## src/hw/rtl/sad_fifo.sv

```systemverilog
// small register queue between the allocator stages
module sad_fifo #(
  parameter int WIDTH = 8,
  parameter int DEPTH = 2
) (
  input  logic             clk,
  input  logic             rst_n,
  input  logic             push,
  input  logic [WIDTH-1:0] wdata,
  output logic             full,
  input  logic             pop,
  output logic [WIDTH-1:0] rdata,
  output logic             empty
);

  localparam int AW = (DEPTH > 1) ? $clog2(DEPTH) : 1;
  localparam int CW = $clog2(DEPTH + 1);

  logic [WIDTH-1:0] mem_r [DEPTH];
  logic [AW-1:0]    wptr_r, wptr_nxt;
  logic [AW-1:0]    rptr_r, rptr_nxt;
  logic [CW-1:0]    cnt_r, cnt_nxt;
  logic             do_push, do_pop;

  assign full    = (cnt_r == CW'(DEPTH));
  assign empty   = (cnt_r == '0);
  assign rdata   = mem_r[rptr_r];
  assign do_push = push && !full;
  assign do_pop  = pop && !empty;

  always_comb begin
    wptr_nxt = wptr_r;
    rptr_nxt = rptr_r;
    cnt_nxt  = cnt_r;
    if (do_push) begin
      wptr_nxt = (wptr_r == AW'(DEPTH - 1)) ? '0 : wptr_r + 1'b1;
    end
    if (do_pop) begin
      rptr_nxt = (rptr_r == AW'(DEPTH - 1)) ? '0 : rptr_r + 1'b1;
    end
    if (do_push && !do_pop) begin
      cnt_nxt = cnt_r + 1'b1;
    end else if (do_pop && !do_push) begin
      cnt_nxt = cnt_r - 1'b1;
    end
  end

  always_ff @(posedge clk) begin
    if (!rst_n) begin
      wptr_r <= '0;
      rptr_r <= '0;
      cnt_r  <= '0;
    end else begin
      wptr_r <= wptr_nxt;
      rptr_r <= rptr_nxt;
      cnt_r  <= cnt_nxt;
    end
  end

  always_ff @(posedge clk) begin
    if (do_push) begin
      mem_r[wptr_r] <= wdata;
    end
  end

endmodule

```

## config.mk

```make
export PLATFORM = sky130hd
export DESIGN_NAME = sad_fifo
export DESIGN_NICKNAME = d
export VERILOG_FILES = /design/src/hw/rtl/sad_fifo.sv
export SDC_FILE = /design/constraint.sdc
export NUM_CORES = 1
export LEC_CHECK = 0
export ABC_AREA = 1
export BUFFER_PORTS_ARGS = -buffer_cell sky130_fd_sc_hd__buf_2
export CAP_MARGIN = 10
export CORE_ASPECT_RATIO = 1.5
export CORE_MARGIN = 3
export CORE_UTILIZATION = 32
export CTS_CLUSTER_DIAMETER = 120
export DETAILED_ROUTE_END_ITERATION = 6
export GPL_TIMING_DRIVEN = 0
export MAX_ROUTING_LAYER = met4
export PLACE_DENSITY = 0.57
export SYNTH_ARGS = -nofsm -noshare
export SYNTH_HDL_FRONTEND = slang
export SYNTH_SLANG_ARGS = --single-unit
export TNS_END_PERCENT = 1
```

## constraint.sdc

```tcl
create_clock -name clk -period 1.7 [get_ports clk]
set_input_delay 0.34 -clock clk [delete_from_list [all_inputs] [get_ports clk]]
set_output_delay 0.34 -clock clk [all_outputs]
set_load 0.005 [all_outputs]
```

==> results of run 1 <==
==> state kept, by name (all words and copies together) (netlist names), named ones only <==
register,cells
rptr_r,1
mem_r,16
cnt_r,2
wptr_r,1
==> routing by layer <==
layer  routed length (microns)  vias up
met5                         0        -
met4                        10        0
met3                        76        2
met2                       595       16
met1                       534      238
li1                          -      264
==> Yosys cell counts <==
library cell | instances | share of area
nand3_1 | 1 | 0.0061
a21oi_1 | 1 | 0.0061
o21ai_2 | 1 | 0.011
dfxtp_1 | 5 | 0.12
ha_1 | 1 | 0.015
buf_2 | 1 | 0.0061
edfxtp_1 | 16 | 0.58
nor2_2 | 1 | 0.0076
inv_1 | 8 | 0.036
inv_2 | 1 | 0.0046
nor2_1 | 10 | 0.046
nand4_1 | 1 | 0.0076
mux2_2 | 8 | 0.11
nand2_1 | 6 | 0.027
o21ai_0 | 2 | 0.012
==> how the worst max path moves through the flow <==
stage	from	endpoint	slack, ns	cells past startpoint
6_report	flop	rdata[7]	0.11	3
5_1_grt	flop	rdata[7]	0.02	3
4_1_cts	flop	rdata[7]	0.03	3
3_5_place_dp	cnt_r[0]	mem_r[1][1]	0.19	2
3_3_place_gp	cnt_r[0]	mem_r[1][1]	0.25	2
2_1_floorplan	cnt_r[0]	cnt_r[1]	0.41	9
==> metrics by stage <==
stage | setup WS [ns] | hold WS [ns] | power [mW]
after detailed placement | 0.1939 | 0.4858 | 1.119
after global placement | 0.2453 | 0.4836 | 1.106
after CTS | 0.03331 | 0.2206 | 1.346
after global routing | 0.02369 | 0.2070 | 1.434
final | 0.1145 | 0.2314 | 1.327
after floorplan | 0.4063 | 0.4389 | 0.9762
==> power by group through the flow <==
| stage | clock (mW) | sequential (mW) | combinational, mW |
|---|---|---|---|
| 2_1_floorplan | 0 | 0.699 | 0.277 |
| 3_3_place_gp | 0 | 0.705 | 0.401 |
| 3_5_place_dp | 0 | 0.711 | 0.408 |
| 4_1_cts | 0.236 | 0.699 | 0.411 |
| 5_1_grt | 0.260 | 0.707 | 0.467 |
| 6_report | 0.225 | 0.698 | 0.404 |
==> kinds of logic after synthesis <==
family | count (synthesis) | synth area share
buffers and inverters | 10 | 0.04710
adders and majority gates | 1 | 0.01520
DFF | 21 | 0.7052
muxes | 8 | 0.1094
AOI/OAI and AO/OA | 4 | 0.02887
and+or+nand+nor | 19 | 0.09423
==> layout make-up <==
cell class | count | area (sq um) | share of cell area
Sequential cell | 21 | 580.6 | 0.5888
Multi-Input combinational cell | 32 | 203.9 | 0.2069
Timing Repair Buffer | 21 | 105.1 | 0.1066
Inverter | 9 | 33.78 | 0.03426
Tap cell | 23 | 28.78 | 0.02919
Clock buffer | 4 | 26.28 | 0.02665
Buffer | 1 | 7.507 | 0.007614
==> what timing repair did <==
action | CTS | global route
endpoints found under the setup margin | 0 | 8
hold endpoints to repair | 0 | 0
gates resized for setup | 0 | 2
==> results.tsv, run 1 <==
metric	value	unit
hold_depth	1	
setup_viol	0	
tns	0	ns
switching_share	0.2954	
power_switching	392.1	uW
drive_gt1_frac	0.4091	
first_pass_iters	4	
antenna_cells	0	
ys_seq_elements	21	
fillers	229	
syn_area	823.3	sq um
route.detailed.drc	0	
min_from	wdata[1]	
vias_per_cell	4.685	
clk_pin_slew	0.11	ns
cts_buffer_depth	2	
ys_types	15	
hp-class	in2reg	
period_share	0.9326	
seq_area_frac_synth	0.7052	
postLayoutCellArea	985.9	sq um
drv_cap	0	
layout_commonest_cell	buf_2	
fin_cells	111	
cp_data_required_time	1.36	ns
hold_buffers	0	
drt-total-wl	1217	microns
finalCriticalPeriod	1.586	ns
max_stage_delay	0.35	ns
cts.sinks	21	
mostFrequentLayoutCells	buf_2 (21), edfxtp_1 (16), nor2_1 (10)	
crit_chain	buf_4 -> mux2_2 -> buf_2	
cts_made_buffers	3	
fp.coreArea	2338	sq um
p_comb_frac	0.305	
use_met1	0.08652	
start_kind	flop	
dp_hpwl	924.9	microns
r2r_setup_slack	0.23	ns
critPathArrivalTime	1.25	ns
busiest_layer	met2	
hold_path_end	mem_r[1][1]	
power_density	1346	nW/um^2
drt_iter0_drc	16	
crit_buf_inv	2	
die_area	3230	sq um
dp.cells	107	
vias	520	
grt-ovfl-total	0	
finalCoreUtilization	0.4216	
use_met3	0.02368	
fin_skew	0.003456	ns
cts_setup_buffers	0	
syn_to_final_growth	19.76	%
clkPwrFrac	0.170	
h-tree-depth	1	
grt_pass1_vias	481	
finalMaxSlewViolations	0	
met2_usage	0.1460	
crit_fanout	8	
dieWidth	47.42	microns
io_pins	22	
nets	102	
grt_start_max_net_pins	12	
syn_inst	63	
timing.fmax	630.7	MHz
root_buffer	clkbuf_4	
reg2reg_from	cnt_r[0]	
tightest_slew	0.7161	ns
antenna_found_initial	0	
place.gp.congestion	0.6742	
r2r-end	mem_r[1][6]	
portBuffers	21	
synth_nets	76	
max_slew_margin	0.5208	
clk_latency	0.29	ns
vdd.ir_drop.worst	0.0006585	V
rsz0062_at_grt	no	
grt_pass1_wl	1890	microns
dpl_cell_area	957.2	sq um
end_kind	output port	
leakage	0.4130	nW
avgSynthCellArea	13.07	sq um
rows	21	
drtAntennaViolNets	0	
cts_tree	built	
initial_core_util	0.3521	
grt_usage	0.08735	
outcome	finished clean	
fp.dieH	68.12	microns
wl_per_cell	10.96	microns
r2r_cells	2	
hold_viol_final	0	
power_frac_seq	0.526	
ys_warn_count	0	
path_class	reg2out	
p_int	935.0	uW
path_delay_family	multiplexers	
slowest_stage	mux2_2	
Note: power is estimated with default switching activity, not from simulation.
==> inputs of run 2 (changes only) <==
--- a/config.mk
+++ b/config.mk
@@ -15,7 +15,8 @@
 export DETAILED_ROUTE_END_ITERATION = 6
 export GPL_TIMING_DRIVEN = 0
 export MAX_ROUTING_LAYER = met4
-export PLACE_DENSITY = 0.57
+export PLACE_DENSITY_LB_ADDON = 0.15
+export REMOVE_ABC_BUFFERS = 1
 export SYNTH_ARGS = -nofsm -noshare
 export SYNTH_HDL_FRONTEND = slang
 export SYNTH_SLANG_ARGS = --single-unit
==> run 2 against run 1 <==
  * Count of clock-buffer cells in the layout is the same
  * Critical path type unchanged
  * Core utilization is 0.27 points lower
  * Non-clock buffer count is 1 lower
  * Highest routed layer unchanged
  * Maximum frequency is 1.4% higher
  * Sequential cell count unchanged
  * Via count down 1.3%
  * Critical endpoint is now rdata[0]
==> results.tsv, run 2 (same netlist as run 1, synthesis figures left out) <==
metric	value	unit	change
outcome	finished clean		unchanged
initial_core_util	0.3521		unchanged
tns	0	ns	unchanged
use_met3	0.02632		was 0.02368
vias	513		was 520
dp.cells	106		was 107
antenna_cells	0		unchanged
max_slew_margin	0.5248		was 0.5208
leakage	0.4081	nW	was 0.4130 nW
power_frac_seq	0.543		was 0.526
cts_buffer_depth	2		unchanged
p_comb_frac	0.287		was 0.305
power_switching	390.6	uW	was 392.1 uW
finalCoreUtilization	0.4189		was 0.4216
largest-register	mem_r		unchanged
rsz0062_at_grt	no		unchanged
cp_data_required_time	1.36	ns	about the same
setup_viol	0		unchanged
die_area	3230	sq um	unchanged
power_density	1346	nW/um^2	about the same
critPathArrivalTime	1.22	ns	was 1.25 ns
p_int	928.4	uW	was 935.0 uW
drt-total-wl	1255	microns	was 1217 microns
layout_commonest_cell	buf_2		unchanged
fin_cells	110		was 111
nets	101		was 102
cts.sinks	21		unchanged
grt_start_max_net_pins	12		unchanged
io_pins	22		unchanged
root_buffer	clkbuf_4		unchanged
dp_hpwl	972.7	microns	was 924.9 microns
grt_pass1_wl	1904	microns	was 1890 microns
max_stage_delay	0.45	ns	was 0.35 ns
timing.fmax	639.4	MHz	was 630.7 MHz
use_met1	0.08361		was 0.08652
path_class	reg2out		unchanged
cts_tree	built		unchanged
grt_pass1_vias	496		was 481
grt_usage	0.08588		was 0.08735
mostFrequentLayoutCells	buf_2 (21), edfxtp_1 (16), nor2_1 (10)		unchanged
period_share	0.9199		was 0.9326
largest_reg_flops	16		unchanged
switching_share	0.2961		was 0.2954
fin_skew	0.001611	ns	was 0.003456 ns
place.gp.congestion	0.7124		was 0.6742
hold_viol_final	0		unchanged
finalCriticalPeriod	1.564	ns	was 1.586 ns
rows	21		unchanged
busiest_layer	met2		unchanged
tightest_slew	0.7102	ns	was 0.7161 ns
end_kind	output port		unchanged
hold_buffers	0		unchanged
drive_gt1_frac	0.4138		was 0.4091
met2_usage	0.1477		was 0.1460
clkPwrFrac	0.170		about the same
reg_top3	mem_r: 16 flops, cnt_r: 2 flops		unchanged
drv_cap	0		unchanged
fp.coreArea	2338	sq um	unchanged
start_kind	flop		unchanged
slowest_stage	dfxtp_2		was mux2_2
drt_iter0_drc	2		was 16
vdd.ir_drop.worst	0.0005445	V	was 0.0006585 V
fillers	237		was 229
antenna_found_initial	0		unchanged
finalMaxSlewViolations	0		unchanged
h-tree-depth	1		unchanged
route.detailed.drc	0		unchanged
grt-ovfl-total	0		unchanged
vias_per_cell	4.664		was 4.685
wl_per_cell	11.41	microns	was 10.96 microns
portBuffers	21		unchanged
first_pass_iters	3		was 4
crit_chain	mux2_2 -> buf_2		was buf_4 -> mux2_2 -> buf_2
crit_fanout	8		unchanged
clk_pin_slew	0.10	ns	was 0.11 ns
fp.dieH	68.12	microns	unchanged
syn_to_final_growth	19.00	%	was 19.76%
dieWidth	47.42	microns	unchanged
cts_made_buffers	3		unchanged
drtAntennaViolNets	0		unchanged
hp-class	in2reg		unchanged
clk_latency	0.29	ns	about the same
## run 2: cell count changes in the layout (fill, tap and decap cells not counted)
| cell | previous run | this run |
|---|---|---|
| buf_4 | 1 | 0 |
| dfxtp_2 | 0 | 1 |
| dfxtp_1 | 5 | 4 |
## run 2: critical path, delay by kind of cell, from the launching register on
family                 cells  cell delay [ns]
buffers and inverters      1             0.13
flip-flops                 1             0.45
multiplexers               1             0.36
## run 2: worst paths after layout
kind | startpoint | endpoint | slack (ns) | cells after the start
setup / recovery | flop | rdata[0] | 0.14 | 2
hold / removal | wdata[2] | mem_r[0][2] | 0.24 | 1
setup reg to reg | cnt_r[0] | mem_r[0][3] | 0.23 | 2
hold reg to reg | rptr_r | flop | 0.52 | 2
## run 2: metrics by stage
stage | total power, mW | hold slack [ns] | area, sq um | setup slack, ns
final | 1.319 | 0.2359 | 979.7 | 0.1361
after global routing | 1.416 | 0.2111 | 979.7 | 0.06332
after CTS | 1.343 | 0.2218 | 979.7 | 0.1077
after detailed placement | 1.115 | 0.4970 | 952.2 | 0.1964
after global placement | 1.107 | 0.4849 | 952.2 | 0.2019
after floorplan | 0.9708 | 0.4389 | 818.3 | 0.4063
## run 2: what timing repair did
| action | 4_1_cts | 5_1_grt |
|---|---|---|
| endpoints found under the setup margin | 8 | 0 |
| resized for setup | 1 | 0 |
| buffers inserted | 0 | 0 |
## run 2: final cells by class
cell class / count / area (sq um) / area share
well taps: 23 / 28.78 / 0.02937
repair buffers: 21 / 105.1 / 0.1073
multi-input cells: 32 / 203.9 / 0.2082
clock buffers: 4 / 26.28 / 0.02682
flip-flops and latches: 21 / 581.8 / 0.5939
inverters: 9 / 33.78 / 0.03448
## run 2: power by group through the flow
stage / clock (mW) / combinational, mW / sequential, mW
3_5_place_dp: 0 / 0.386 / 0.729
2_1_floorplan: 0 / 0.258 / 0.712
6_report: 0.224 / 0.378 / 0.716
3_3_place_gp: 0 / 0.380 / 0.728
5_1_grt: 0.256 / 0.433 / 0.727
4_1_cts: 0.236 / 0.388 / 0.719
## run 2: routing by layer
| metal | vias up | wire length (microns) |
|---|---|---|
| met1 | 232 | 530 |
| li1 | 265 | - |
| met3 | 2 | 78 |
| met2 | 14 | 633 |
| met5 | - | 0 |
| met4 | 0 | 13 |
